### src/design/hsc_pkg.sv
`default_nettype none

package hsc_pkg;

  localparam int unsigned ChW       = 8;
  localparam int unsigned MaxLabelW = 8;
  localparam int unsigned MaxNameW  = 10;
  localparam int unsigned LabelCntW = 9;
  localparam int unsigned NameCntW  = 11;
  localparam int unsigned CfgIdxW   = 2;
  localparam int unsigned CfgDataW  = 10;

  localparam logic [MaxLabelW-1:0] MaxLabelRst = 8'd63;
  localparam logic [MaxNameW-1:0]  MaxNameRst  = 10'd255;

  localparam logic [CfgIdxW-1:0] CfgMaxLabel = 2'd0;
  localparam logic [CfgIdxW-1:0] CfgMaxName  = 2'd1;

  localparam logic [ChW-1:0] ChNul    = 8'h00;
  localparam logic [ChW-1:0] ChHyphen = 8'h2D;
  localparam logic [ChW-1:0] ChDot    = 8'h2E;

  // Class of one name byte, passed from the decoder to the state update.
  typedef struct packed {
    logic is_term;
    logic is_dot;
    logic is_hyphen;
    logic is_alnum;
  } char_class_t;

endpackage

`default_nettype wire

### src/design/hsc_char_class.sv
`default_nettype none

module hsc_char_class (
  input  wire logic [hsc_pkg::ChW-1:0] ch_i,
  output hsc_pkg::char_class_t         cls_o
);

  logic is_digit;
  logic is_upper;
  logic is_lower;

  assign is_digit = (ch_i >= 8'h30) && (ch_i <= 8'h39);
  assign is_upper = (ch_i >= 8'h41) && (ch_i <= 8'h5A);
  assign is_lower = (ch_i >= 8'h61) && (ch_i <= 8'h7A);

  always_comb begin
    cls_o.is_term   = (ch_i == hsc_pkg::ChNul);
    cls_o.is_dot    = (ch_i == hsc_pkg::ChDot);
    cls_o.is_hyphen = (ch_i == hsc_pkg::ChHyphen);
    cls_o.is_alnum  = is_digit | is_upper | is_lower;
  end

endmodule

`default_nettype wire

### src/design/hsc_name_state.sv
`default_nettype none

module hsc_name_state (
  input  wire logic                            clk_i,
  input  wire logic                            rst_ni,
  input  wire logic                            adv_i,
  input  wire hsc_pkg::char_class_t            cls_i,
  input  wire logic [hsc_pkg::MaxLabelW-1:0]   max_label_i,
  input  wire logic [hsc_pkg::MaxNameW-1:0]    max_name_i,
  output logic                                 verdict_o
);

  logic [hsc_pkg::LabelCntW-1:0] label_cnt_q, label_cnt_d;
  logic [hsc_pkg::NameCntW-1:0]  name_cnt_q, name_cnt_d;
  logic                          hyph_q, hyph_d;
  logic                          err_q, err_d;

  logic                          label_bad;
  logic                          name_long;
  logic [hsc_pkg::LabelCntW-1:0] label_inc;
  logic [hsc_pkg::NameCntW-1:0]  name_inc;

  assign label_bad = (label_cnt_q == '0) || hyph_q ||
                     (label_cnt_q > {1'b0, max_label_i});
  assign name_long = name_cnt_q > {1'b0, max_name_i};
  assign verdict_o = !(err_q || label_bad || name_long);

  // Saturate both counters at all ones.
  assign label_inc = (&label_cnt_q) ? label_cnt_q : label_cnt_q + 1'b1;
  assign name_inc  = (&name_cnt_q) ? name_cnt_q : name_cnt_q + 1'b1;

  always_comb begin
    label_cnt_d = label_cnt_q;
    name_cnt_d  = name_cnt_q;
    hyph_d      = hyph_q;
    err_d       = err_q;
    if (adv_i) begin
      if (cls_i.is_term) begin
        label_cnt_d = '0;
        name_cnt_d  = '0;
        hyph_d      = 1'b0;
        err_d       = 1'b0;
      end else begin
        name_cnt_d = name_inc;
        if (cls_i.is_dot) begin
          err_d       = err_q | label_bad;
          label_cnt_d = '0;
          hyph_d      = 1'b0;
        end else if (cls_i.is_hyphen) begin
          // A label may not open with a hyphen.
          err_d       = err_q | (label_cnt_q == '0);
          hyph_d      = 1'b1;
          label_cnt_d = label_inc;
        end else begin
          err_d       = err_q | !cls_i.is_alnum;
          hyph_d      = 1'b0;
          label_cnt_d = label_inc;
        end
      end
    end
  end

  always_ff @(posedge clk_i or negedge rst_ni) begin
    if (!rst_ni) begin
      label_cnt_q <= '0;
      name_cnt_q  <= '0;
      hyph_q      <= 1'b0;
      err_q       <= 1'b0;
    end else begin
      label_cnt_q <= label_cnt_d;
      name_cnt_q  <= name_cnt_d;
      hyph_q      <= hyph_d;
      err_q       <= err_d;
    end
  end

endmodule

`default_nettype wire

### src/design/hostname_syntax_check_core.sv
// Hostname syntax checker: one name byte per transfer, a zero byte ends the name.
// Throughput: one byte per cycle; only a stalled verdict holds back the next terminator.
// The byte passes an input register, the class decode and state update, then the
// verdict register. Reset clears the name state and loads limits 63 and 255.
`default_nettype none

module hostname_syntax_check_core (
  input  wire logic                           clk_i,
  input  wire logic                           rst_ni,
  input  wire logic                           cfg_we_i,
  input  wire logic [hsc_pkg::CfgIdxW-1:0]    cfg_idx_i,
  input  wire logic [hsc_pkg::CfgDataW-1:0]   cfg_wdata_i,
  input  wire logic                           in_valid_i,
  output logic                                in_ready_o,
  input  wire logic [hsc_pkg::ChW-1:0]        ch_i,
  output logic                                out_valid_o,
  input  wire logic                           out_ready_i,
  output logic                                valid_res_o
);

  logic [hsc_pkg::MaxLabelW-1:0] max_label_q;
  logic [hsc_pkg::MaxNameW-1:0]  max_name_q;

  logic                    in_vld_q;
  logic [hsc_pkg::ChW-1:0] ch_q;
  logic                    out_vld_q, out_vld_d;
  logic                    res_q;

  hsc_pkg::char_class_t cls;
  logic                 adv;
  logic                 verdict;

  always_ff @(posedge clk_i or negedge rst_ni) begin
    if (!rst_ni) begin
      max_label_q <= hsc_pkg::MaxLabelRst;
      max_name_q  <= hsc_pkg::MaxNameRst;
    end else if (cfg_we_i) begin
      unique case (cfg_idx_i)
        hsc_pkg::CfgMaxLabel: max_label_q <= cfg_wdata_i[hsc_pkg::MaxLabelW-1:0];
        hsc_pkg::CfgMaxName:  max_name_q  <= cfg_wdata_i[hsc_pkg::MaxNameW-1:0];
        default: ;
      endcase
    end
  end

  hsc_char_class u_char_class (
    .ch_i  (ch_q),
    .cls_o (cls)
  );

  // Advance the held byte unless it is a terminator blocked by a stalled verdict.
  assign adv        = in_vld_q && (!cls.is_term || !out_vld_q || out_ready_i);
  assign in_ready_o = !in_vld_q || adv;

  hsc_name_state u_name_state (
    .clk_i       (clk_i),
    .rst_ni      (rst_ni),
    .adv_i       (adv),
    .cls_i       (cls),
    .max_label_i (max_label_q),
    .max_name_i  (max_name_q),
    .verdict_o   (verdict)
  );

  always_comb begin
    out_vld_d = out_vld_q;
    if (out_ready_i) begin
      out_vld_d = 1'b0;
    end
    if (adv && cls.is_term) begin
      out_vld_d = 1'b1;
    end
  end

  always_ff @(posedge clk_i or negedge rst_ni) begin
    if (!rst_ni) begin
      in_vld_q  <= 1'b0;
      out_vld_q <= 1'b0;
    end else begin
      if (in_ready_o) begin
        in_vld_q <= in_valid_i;
      end
      out_vld_q <= out_vld_d;
    end
  end

  always_ff @(posedge clk_i) begin
    if (in_valid_i && in_ready_o) begin
      ch_q <= ch_i;
    end
    if (adv && cls.is_term) begin
      res_q <= verdict;
    end
  end

  assign out_valid_o = out_vld_q;
  assign valid_res_o = res_q;

endmodule

`default_nettype wire

### config.mk
export PLATFORM = sky130hd
export DESIGN_NAME = hostname_syntax_check_core
export DESIGN_NICKNAME = d
export VERILOG_FILES = /design/src/design/hsc_pkg.sv /design/src/design/hsc_char_class.sv /design/src/design/hsc_name_state.sv /design/src/design/hostname_syntax_check_core.sv
export SDC_FILE = /design/constraint.sdc
export NUM_CORES = 1
export LEC_CHECK = 0
export BUFFER_PORTS_ARGS = -buffer_cell sky130_fd_sc_hd__buf_2
export CAP_MARGIN = 20
export CORE_ASPECT_RATIO = 0.9
export CORE_MARGIN = 8
export CORE_UTILIZATION = 50
export CTS_CLUSTER_SIZE = 28
export DETAILED_ROUTE_END_ITERATION = 16
export GPL_TIMING_DRIVEN = 0
export PLACE_DENSITY = 0.72
export SYNTH_ARGS = -nofsm -noshare
export SYNTH_HDL_FRONTEND = slang
export SYNTH_SLANG_ARGS = --single-unit
### constraint.sdc
create_clock -name clk_i -period 5.7 [get_ports clk_i]
set_clock_uncertainty 0.1 [all_clocks]
set_input_delay 0 -clock clk_i [delete_from_list [all_inputs] [get_ports clk_i]]
set_output_delay 0 -clock clk_i [all_outputs]
set_load 0.01 [all_outputs]
==> summary by stage, run 1 <==
Worst setup path
The largest single stage delay on the critical path is 0.58 ns. The buffering stage count on the worst path with inverters included is 2. The data arrival time of the critical path is 2.81 ns.

The number of cells on the worst reg-to-reg path is 6. The element type at the critical path start is a flip-flop. The signal on the critical path passes through or4_4 -> buf_6 -> nor2_1 -> nand3_1 -> nand2b_1 -> dlygate4sd3_1.

Across all register-to-register paths, the minimum setup slack is 3.04 ns. The slowest stage of the critical path belongs to the cell sky130_fd_sc_hd__or4_4. The startpoint of the lowest-slack register-to-register path is ch_q[0]. In this run the critical register-to-register path is captured at in_vld_q. The largest delay contributor family on the critical path is simple AND/OR/NAND/NOR gates. The critical path class is reg -> reg. The highest net fanout along the worst path is 7. Data on the critical path is required at its endpoint by 5.85 ns. STA classifies the critical path endpoint as a flip-flop.

Layout
The most common library cell in the layout ignoring fill and taps is sky130_fd_sc_hd__dfrtp_1. The repair_antennas step left the layout with diodes totalling 0. In the layout the commonest cells are sky130_fd_sc_hd__dfrtp_1 (28), sky130_fd_sc_hd__inv_1 (27), sky130_fd_sc_hd__buf_2 (27). The final non-filler cell area is 3480 um^2. The post-route netlist has 19.4% of its cells at a drive strength greater than 1.

The total number of nets in the final design is 392. The signed area change from the synthesized netlist to the final layout is 20.8%. The number of cells in the finished layout apart from fillers is 416.

Synthesis
The count of mapped cells out of synthesis is 285. The XOR/XNOR share of the synthesized area is 2.73%. The number of synthesized flops with an enable pin is 9. The simple-gate share of the synthesized area is 18.0%.

The number of distinct library cells after synthesis is 48. The mux share of post-synthesis cell area is 4.30%. The biggest area contributor in the post-synthesis netlist is sky130_fd_sc_hd__dfrtp_1.

A synthesized cell averages 10.1 um^2. The area share of fa/ha/maj cells after synthesis is 9.54%. Counting flops with an async set or reset pin after synthesis yields a share of 82.4%.

The count of warnings emitted by yosys is 0. In this run, synthesis produced a sequential element count of 51. After synthesis, the largest family of logic cells by area is simple AND/OR/NAND/NOR gates. The post-synthesis net count is 332. The area share of the largest cell type after synthesis is 24.3%.

The post-synthesis compound-gate area fraction is 14.2%. The total standard cell area after synthesis is 2880 um^2. The register area share after synthesis is 46.4%. For this run, the leading register cell type out of synthesis is sky130_fd_sc_hd__dfrtp_1.

By area the synthesized netlist is led by sky130_fd_sc_hd__dfrtp_1 (24%), sky130_fd_sc_hd__dfstp_2 (13%), sky130_fd_sc_hd__ha_1 (9.5%).

Timing
The time the final worst path needs with I/O delays and setup is 2.66 ns. Measured against its own limit, the worst slew margin works out to 38.9%. The post-route fraction of the period consumed by the critical path is 46.7%. Setup repair after global routing left no endpoint under its margin. At the pin with the least slew margin, the transition time is 0.917 ns. The number of max-slew violations in the final report is 0. The summed negative setup slack over all endpoints is 0 ns. Setup violations remaining at the end of the flow were counted as 0. The fmax is 375 MHz. The final count of hold timing violations came to 0.

Hold path
The count of cells along the worst hold path is 3. The destination of the worst hold path is max_label_q[0]. In this run the most critical hold path is launched from cfg_idx_i[1]. The classification of the worst-slack hold path is in -> reg.

Routing
The count of antenna-violating nets left after detailed routing is 0. Before antenna repair, the detailed router went through 4 iterations. Dividing the detail-routed wire length by the instance count gives 15.0 um. The DRC marker count from the first detailed-route iteration is 110. The total via count after detailed routing is 2314. The total detailed-routing wirelength is 6.25 mm.

The final routed DRC violation total is 0. After detailed routing, the number of vias per cell comes to 5.56.

GRT
The aggregate global routing overflow is 0. The largest net degree at the start of global routing is 43. The overall routing resource usage is 15.6%. The initial antenna violation count is 0. The number of global-route vias before repair came to 2272. The wire length of the first global-routing pass is 10.4 mm.

Clock network
Clock-pin slew was measured on the worst setup and hold paths at 0.10 ns. Buffers inserted during clock tree synthesis total 5. In this run the number of H-tree levels came out at 2. The buffer count from post-CTS setup fixing is 0. TritonCTS built the clock tree. Counting every sink on the clock net gives 51. The clock reaches the later pin of the worst-skew pair after 0.31 ns. The cell sitting at the root of the clock tree is a sky130_fd_sc_hd__clkbuf_8. The maximum count of clock buffers along a single path is 2.

Place
The instance area at placement is 3110 um^2. Routability-driven placement finished with a final weighted congestion of 0.884. The quantity of I/O buffers inserted on ports is 27.

The number of cells in the design after placement is 382. Detailed placement finished with a half-perimeter wire length of 4.54 mm.

Run status
The run finished with clean final reports.

Power and ir drop
The power density over the cells is 320 nW/um^2. For this design the static power due to leakage is 0.00153 uW. The peak supply drop is 0.205 mV.

Floorplanning
The placeable core area is 5630 um^2. The die is 88.1 um tall. The total I/O pin count is 28.

The die covers 8460 um^2. In this run the horizontal extent of the chip is 96.1 um. In this run the core area contains 26 standard-cell rows.

The initial standard-cell utilization of the core is 51.2%.

Run
The number of maximum-capacitance constraint violations is 0.
-- metrics by stage --
step	total power [uW]	util (%)	hold WS, ns	worst slack (ns)
final	1120	61.9	0.0504	3.04
after global routing	1200	61.9	0.0770	2.86
after CTS	1120	61.9	0.0273	3.05
after detailed placement	853	55.2	0.0781	3.18
after global placement	833	55.2	0.0763	3.22
after floorplan	759	-	-0.396	3.42
-- report_power, final --
| group | leakage [uW] | total [uW] | switching [uW] | internal, uW |
|---|---|---|---|---|
| clock network | 0.0000600 | 255 | 128 | 127 |
| logic | 0.000891 | 315 | 158 | 157 |
| registers | 0.000575 | 546 | 88.0 | 458 |
| total | 0.00153 | 1120 | 373 | 743 |
-- timing repair --
action                                 CTS  global route
endpoints found under the hold margin   56             0
hold buffers                            26             0
resized for setup                        0             0
-- layout make-up --
class                           count  area, um^2
Multi-Input combinational cell    199        1410
Clock inverter                      1        8.76
Sequential cell                    51        1340
Clock buffer                        7         108
Fill cell                         463        2140
Inverter                           28         105
Tap cell                           70        87.6
Buffer                              7        33.8
Timing Repair Buffer               53         395
-- kinds of logic after synthesis --
kind of cell / Yosys count
AO/OA/AOI/OAI: 61
adder cells (fa/ha/maj): 22
multiplexers: 11
buffers and inverters: 35
AND/OR/NAND/NOR: 96
flip-flops: 51
XOR/XNOR: 9
-- per-layer routing --
metal	global-route usage (%)	vias to the layer above	part of all wire (%)
met5	0	-	0
met4	4.18	0	1.4
met3	4.20	8	3.9
met2	24.9	45	48
met1	20.1	1108	47
li1	-	1153	-
-- worst reg2reg max path: stages (launching register included) --
cell	delay [ns]
sky130_fd_sc_hd__edfxtp_1	0.48
sky130_fd_sc_hd__or4_4	0.58
sky130_fd_sc_hd__buf_6	0.15
sky130_fd_sc_hd__nor2_1	0.43
sky130_fd_sc_hd__nand3_1	0.21
sky130_fd_sc_hd__nand2b_1	0.11
sky130_fd_sc_hd__dlygate4sd3_1	0.54
-- how the worst max path moves through the flow --
stage | slack [ns] | end | start | cells after the start
after global placement | 3.22 | valid_res_o | ch_q[0] | 5
after detailed placement | 3.18 | ch_q[6] | ch_q[0] | 5
after CTS | 3.05 | in_vld_q | ch_q[0] | 6
after floorplan | 3.42 | ch_q[0] | ch_q[0] | 5
after global routing | 2.86 | in_vld_q | ch_q[0] | 6
final | 3.04 | in_vld_q | ch_q[0] | 6
-- cells in the mapped netlist, drive strengths merged, types with 6 or more instances --
master	n
dfrtp	28
inv	27
ha	22
nand2	21
o21ai	18
dfstp	14
nor2	14
a21oi	13
nand3	13
mux2	11
edfxtp	9
nor3	8
nor4	7
xor2	7
and3	6
clkbuf	6
nand4	6
-- flip-flops by register name (all words and copies together), names as in the netlist --
signal                    cells
u_name_state.name_cnt_q      11
max_name_q                   10
u_name_state.label_cnt_q      9
ch_q                          8
max_label_q                   8
in_vld_q                      1
out_valid_o                   1
u_name_state.err_q            1
u_name_state.hyph_q           1
valid_res_o                   1
Note: power is estimated with default switching activity, not from simulation.
==> inputs of run 2 (changes only) <==
==> constraint.sdc (replaced) <==
create_clock -name clk_i -period 2.7 [get_ports clk_i]
set_clock_uncertainty 0.1 [all_clocks]
set_input_delay 0 -clock clk_i [delete_from_list [all_inputs] [get_ports clk_i]]
set_output_delay 0 -clock clk_i [all_outputs]
set_load 0.01 [all_outputs]
==> summary by stage, run 2 (synthesis results as in run 1) <==
Run status
The run finished with clean final reports.

Timing
The post-route fraction of the period consumed by the critical path is 92.5% (+46 points). The time the final worst path needs with I/O delays and setup is 2.50 ns (-0.166 ns). The number of max-slew violations in the final report is 0 (unchanged). Setup repair after global routing left no endpoint under its margin. The setup slack after layout is 0.202 ns (-2.83 ns).

The relative slew slack is 38.6% (-0.24 points). The fmax is 400 MHz (+6.6%). The final count of hold timing violations is 0 (unchanged). The summed negative setup slack over all endpoints was 0 ns (unchanged). The number of setup violations in the final report is 0 (unchanged). The transition time at the pin with the least slew margin is 0.921 ns (+0.00366 ns).

Place
The sum of net half-perimeters after detailed placement was 4.54 mm (unchanged). The weighted congestion reported at the end of routability-driven placement is 0.884 (unchanged). The pre-CTS worst setup slack was 0.176 ns (-3.00 ns). The quantity of I/O buffers inserted on ports is 27 (unchanged). The number of cells in the design after placement is 382 (unchanged).

Worst setup path
The type of destination of the critical path is a flip-flop. The critical path data required time came to 2.85 ns (-3.00 ns). The most critical setup path has its startpoint at ch_q[0].

The highest net fanout along the worst path is 7 (unchanged). The startpoint identified for the worst register-to-register timing path is ch_q[0]. The worst setup path is of the reg -> reg kind. The element type at the critical path start is a flip-flop. The depth of the worst register-to-register path came to 6 (unchanged).

The data arrival time of the critical path came to 2.65 ns (-0.16 ns).

Power and ir drop
The clock share of power is 22.8% (about the same). The peak supply drop came to 0.431 mV (+110%). The switching power is 788 uW (+110%). The design internal power is 1570 uW (+110%). The power density over the cells is 676 nW/um^2 (+110%).

The net switching share of the total power is 33.4% (about the same). The logic gate share of total power was 28.2% (about the same). The standby leakage power came to 0.00153 uW (about the same). The sequential cell fraction of total power is 48.9% (about the same).

Layout
The most common library cell in the layout ignoring fill and taps is sky130_fd_sc_hd__dfrtp_1. In the layout the commonest cells are sky130_fd_sc_hd__dfrtp_1 (28), sky130_fd_sc_hd__inv_1 (27), sky130_fd_sc_hd__buf_2 (27). The signed area change from the synthesized netlist to the final layout is 20.9% (about the same). The proportion of layout cells with a drive suffix above 1 is 19.7% (+0.29 points). The number of cells in the finished layout apart from fillers is 416 (unchanged). The total inserted antenna cells is 0 (unchanged). The total number of nets in the final design was 392 (unchanged). The register name with the most flops is u_name_state.name_cnt_q. The largest registers in the layout are u_name_state.name_cnt_q x11, max_name_q x10, u_name_state.label_cnt_q x9. The flip-flop count of the largest register, all copies and words added is 11 (unchanged).

Hold path
The worst hold path begins at cfg_idx_i[1]. The classification of the worst-slack hold path is in -> reg. The count of cells along the worst hold path is 3 (unchanged).

Clock network
The CTS tree is yes. The maximum count of clock buffers along a single path is 2 (unchanged). The buffer count from post-CTS setup fixing is 0 (unchanged). The post-CTS clock slew at the launch and capture registers of the worst setup and hold paths was 0.10 ns (about the same). The number of clock sinks is 51 (unchanged).

The clock latency at the later pin of the worst-skew pair is 0.31 ns (about the same). The tree is rooted in a sky130_fd_sc_hd__clkbuf_8. The number of buffers created by CTS is 5 (unchanged). The depth of the CTS H-tree is 2 (unchanged).

Floorplanning
The area enclosed by the die boundary is 8460 um^2 (unchanged). The placeable core area is 5630 um^2 (unchanged). The total I/O pin count is 28 (unchanged). The vertical die dimension was 88.1 um (unchanged). The placement row count came to 26 (unchanged). The die width is 96.1 um (unchanged).

The initial standard-cell utilization of the core came to 51.2% (unchanged).

GRT
The number of global-route vias before repair is 2272 (unchanged). The aggregate global routing overflow was 0 (unchanged). The initial antenna violation count is 0 (unchanged). The wire length of the first global-routing pass is 10.4 mm (unchanged). The largest net degree at the start of global routing is 43 (unchanged). The overall routing resource usage came to 15.6% (unchanged).

Routing
Routed signal wires occupy layers up through met4. The via-per-instance ratio was 5.53 (-0.52%). The met2 wirelength from detailed routing is 2.95 mm (-0.74%). The routed metal-1 wirelength is 2.97 mm (+0.88%). The total via count after detailed routing is 2302 (-0.52%). The length of the first detailed-routing pass in iterations came to 4 (unchanged). The final routed DRC violation total came to 0 (unchanged).

The total detailed-routing wirelength is 6.25 mm (about the same). The detailed-routed wire length on met3 is 239 um (-2.8%). The average wire per standard cell is 15.0 um (about the same).

The DRC marker count from the first detailed-route iteration is 109 (-0.91%). The count of antenna-violating nets left after detailed routing is 0 (unchanged).

Run
The number of maximum-capacitance constraint violations is 0 (unchanged).
==> run 2: final timing paths <==
kind	slack (ns)	end
setup / recovery	0.20	in_vld_q
hold / removal	0.05	max_label_q[0]
setup reg to reg	0.20	in_vld_q
hold reg to reg	0.42	max_name_q[9]
max in group asynchronous	1.67	u_name_state.label_cnt_q[5]
min in group asynchronous	0.25	max_label_q[7]
==> run 2: layout make-up <==
type / count / area (um^2)
fillers: 464 / 2140
inverters: 28 / 105
plain buffers: 7 / 33.8
clock inverters: 1 / 8.76
clock buffers: 7 / 108
well taps: 70 / 87.6
flip-flops and latches: 51 / 1340
multi-input cells: 199 / 1410
repair buffers: 53 / 395
==> run 2: worst max-delay path, cell delays in order (launching register included) <==
cell and delay [ns]:
sky130_fd_sc_hd__edfxtp_1 0.48, sky130_fd_sc_hd__or4_4 0.58, sky130_fd_sc_hd__buf_6 0.15, sky130_fd_sc_hd__nor2_2 0.29
sky130_fd_sc_hd__nand3_1 0.18, sky130_fd_sc_hd__nand2b_1 0.11, sky130_fd_sc_hd__dlygate4sd3_1 0.54
==> run 2: what timing repair did <==
action	in CTS	in global routing
gates resized for setup	0	1
endpoints found under the hold margin	56	0
hold buffers	26	0
endpoints found under the setup margin	0	9
==> run 2: metal layers <==
| metal | GRT usage [%] | vias to the layer above |
|---|---|---|
| met1 | 20.1 | 1094 |
| li1 | - | 1153 |
| met5 | 0 | - |
| met4 | 4.18 | 0 |
| met3 | 4.20 | 9 |
| met2 | 24.9 | 46 |
==> run 2: power groups by stage <==
stage          clock network, uW  logic [uW]  registers (uW)
6_report                     538         665            1150
4_1_cts                      551         669            1150
5_1_grt                      584         765            1170
2_1_floorplan                  0         501            1100
3_3_place_gp                   0         604            1150
3_5_place_dp                   0         638            1160
==> run 2: stage by stage <==
stage / utilization (%) / cell area [um^2] / total power (uW) / hold WS (ns)
6_report: 61.9 / 3490 / 2360 / 0.0505
5_1_grt: 61.9 / 3490 / 2520 / 0.0770
4_1_cts: 61.9 / 3480 / 2370 / 0.0273
3_5_place_dp: 55.2 / 3110 / 1800 / 0.0781
3_3_place_gp: 55.2 / 3110 / 1760 / 0.0763
2_1_floorplan: - / 2880 / 1600 / -0.396
==> inputs of run 3 (changes only) <==
--- a/config.mk
+++ b/config.mk
@@ -10,6 +10,7 @@
 export CORE_ASPECT_RATIO = 0.9
 export CORE_MARGIN = 8
 export CORE_UTILIZATION = 50
+export CTS_BUF_LIST = sky130_fd_sc_hd__clkbuf_16
 export CTS_CLUSTER_SIZE = 28
 export DETAILED_ROUTE_END_ITERATION = 16
 export GPL_TIMING_DRIVEN = 0
==> summary by stage, run 3 (synthesis results as in run 1) <==
Layout
The storage element area was 1340 um^2 (unchanged). The utilization after layout is 62.6% (+0.64 points). In the layout the commonest cells are sky130_fd_sc_hd__dfrtp_1 (28), sky130_fd_sc_hd__inv_1 (27), sky130_fd_sc_hd__buf_2 (27). The total number of nets in the final design was 391 (-0.26%). The total inserted antenna cells is 0 (unchanged). The number of cells in the finished layout apart from fillers is 415 (-0.24%). The proportion of layout cells with a drive suffix above 1 is 19.4% (-0.23 points).

The number of inserted filler cells in the final layout is 455 (-1.9%). The register name with the most flops is u_name_state.name_cnt_q. The flip-flop count of the largest register, all copies and words added is 11 (unchanged). The most common library cell in the layout ignoring fill and taps is sky130_fd_sc_hd__dfrtp_1. The largest registers in the layout are u_name_state.name_cnt_q x11, max_name_q x10, u_name_state.label_cnt_q x9. The signed area change from the synthesized netlist to the final layout is 22.1%. The final non-filler cell area is 3520 um^2 (+1.0%). The area of the multi-input gates is 1410 um^2 (unchanged).

Routing
The count of antenna-violating nets left after detailed routing was 0 (unchanged). The via-per-instance ratio is 5.64 (+2.0%). The total via count after detailed routing is 2342 (+1.7%). The length of the first detailed-routing pass in iterations is 6 (+2). The final routed DRC violation total is 0 (unchanged).

The DRC marker count from the first detailed-route iteration is 119 (+9.2%). The total detailed-routing wirelength was 6.48 mm (+3.5%). The average wire per standard cell was 15.6 um (+3.8%).

GRT
The aggregate global routing overflow was 0 (unchanged). The wire length of the first global-routing pass came to 10.7 mm (+3.4%). The initial antenna violation count was 0 (unchanged). The number of global-route vias before repair is 2353 (+3.6%). The largest net degree at the start of global routing is 43 (unchanged). The overall routing resource usage is 16.0% (+0.45 points).

Floorplanning
The total I/O pin count is 28 (unchanged). The initial standard-cell utilization of the core was 51.2% (unchanged). The placeable core area is 5630 um^2 (unchanged).

The area enclosed by the die boundary is 8460 um^2 (unchanged). The die width was 96.1 um (unchanged). The vertical die dimension was 88.1 um (unchanged). The placement row count is 26 (unchanged).

Hold path
The count of cells along the worst hold path is 3 (unchanged). The startpoint identified for the worst hold timing path is cfg_idx_i[1]. The worst hold path terminates at max_label_q[0]. The classification of the worst-slack hold path is in -> reg.

Timing
The final count of hold timing violations came to 0 (unchanged). The setup slack after layout came to 0.296 ns (+0.0935 ns). Setup repair after global routing left no endpoint under its margin. The fmax is 416 MHz (+3.9%).

The summed negative setup slack over all endpoints is 0 ns (unchanged). The relative slew slack came to 38.6% (about the same). The time the final worst path needs with I/O delays and setup is 2.40 ns (-0.0935 ns). The post-route fraction of the period consumed by the critical path is 89.0% (-3.5 points). The number of max-slew violations in the final report is 0 (unchanged). The transition time at the pin with the least slew margin was 0.921 ns (+0.000508 ns). The number of setup violations in the final report is 0 (unchanged).

Place
The sum of net half-perimeters after detailed placement is 4.54 mm (unchanged). The quantity of I/O buffers inserted on ports is 27 (unchanged). The weighted congestion reported at the end of routability-driven placement is 0.884 (unchanged).

The number of cells in the design after placement is 382 (unchanged). The pre-CTS worst setup slack is 0.176 ns (unchanged). The instance area at placement is 3110 um^2 (unchanged).

Worst setup path
The startpoint of the lowest-slack register-to-register path is ch_q[0]. The depth of the worst register-to-register path is 5 (-1). STA classifies the critical path startpoint as a flip-flop. The data arrival time of the critical path is 2.31 ns (-0.34 ns).

The endpoint of the worst register-to-register path is ch_q[6]. The critical path data required time is 2.61 ns (-0.24 ns). The highest net fanout along the worst path came to 8 (+1). The worst-path cell with the longest stage delay is sky130_fd_sc_hd__or4_4. The signal on the critical path passes through or4_4 -> buf_6 -> nor2_2 -> nand3_1 -> and2_1.

The setup path with the least slack is of type reg -> reg. The largest stage delay on the critical path was 0.58 ns (about the same). STA classifies the critical path endpoint as a flip-flop. The reg2reg setup slack came to 0.30 ns (+0.09 ns).

Clock network
The clock latency at the later pin of the worst-skew pair is 0.29 ns (-0.02 ns). The maximum count of clock buffers along a single path is 2 (unchanged). The depth of the CTS H-tree is 2 (unchanged). The number of clock sinks was 51 (unchanged).

The post-CTS clock slew at the launch and capture registers of the worst setup and hold paths came to 0.07 ns (-0.03 ns). The cell chosen for the clock root is sky130_fd_sc_hd__clkbuf_16. The number of buffers created by CTS is 5 (unchanged). TritonCTS built the clock tree. The buffer count from post-CTS setup fixing is 0 (unchanged).

Run status
The run finished with clean final reports.

Power and ir drop
The peak supply drop is 0.362 mV (-16%). The power density over the cells was 715 nW/um^2 (+5.8%). The standby leakage power is 0.00154 uW (+1.0%).

Run
The number of maximum-capacitance constraint violations is 0 (unchanged).
## run 3: cell type report
cell class	count	area share [%]
multi-input combinational	199	40.0
buffer	7	0.959
clock inverter	2	0.355
clock buffer	6	4.26
sequential	51	38.0
timing repair buffer	52	10.9
tap	70	2.49
inverter	28	2.98
## run 3: layer usage
| layer | up-vias | track usage [%] | wire, um |
|---|---|---|---|
| li1 | 1152 | - | - |
| met5 | - | 0 | 0 |
| met2 | 60 | 26.2 | 3160 |
| met3 | 8 | 3.00 | 277 |
| met1 | 1122 | 20.4 | 2950 |
| met4 | 0 | 5.86 | 86 |
## run 3: stage by stage
| stage | hold slack [ns] | power, uW |
|---|---|---|
| 6_report | 0.0758 | 2520 |
| 5_1_grt | 0.110 | 2680 |
| 4_1_cts | 0.0574 | 2520 |
| 3_5_place_dp | 0.0781 | 1800 |
| 3_3_place_gp | 0.0763 | 1760 |
| 2_1_floorplan | -0.396 | 1600 |
## run 3: critical path: cells and delay by family, from the launching register on
| kind | cells | cell delay (ns) |
|---|---|---|
| simple gates | 4 | 1.40 |
| flops | 1 | 0.47 |
| buf+inv | 1 | 0.15 |
## run 3: worst max path at each step
stage	start	end	slack [ns]	cells after the start
3_3_place_gp	ch_q[0]	valid_res_o	0.22	5
4_1_cts	ch_q[0]	ch_q[6]	0.13	5
3_5_place_dp	ch_q[0]	ch_q[6]	0.18	5
5_1_grt	u_name_state.label_cnt_q[1]	u_name_state.label_cnt_q[8]	0.14	9
2_1_floorplan	ch_q[0]	ch_q[0]	0.42	5
6_report	ch_q[0]	ch_q[6]	0.30	5
## run 3: what timing repair did
action | in CTS | in global routing
gates resized for setup | 0 | 1
endpoints found under the hold margin | 56 | 0
endpoints found under the setup margin | 0 | 8
hold buffers | 25 | 0
## run 3: report_power, final
group	switching (uW)	internal, uW	leakage, uW
clock network	289	401	0.0000800
registers	189	969	0.000575
logic	340	332	0.000887
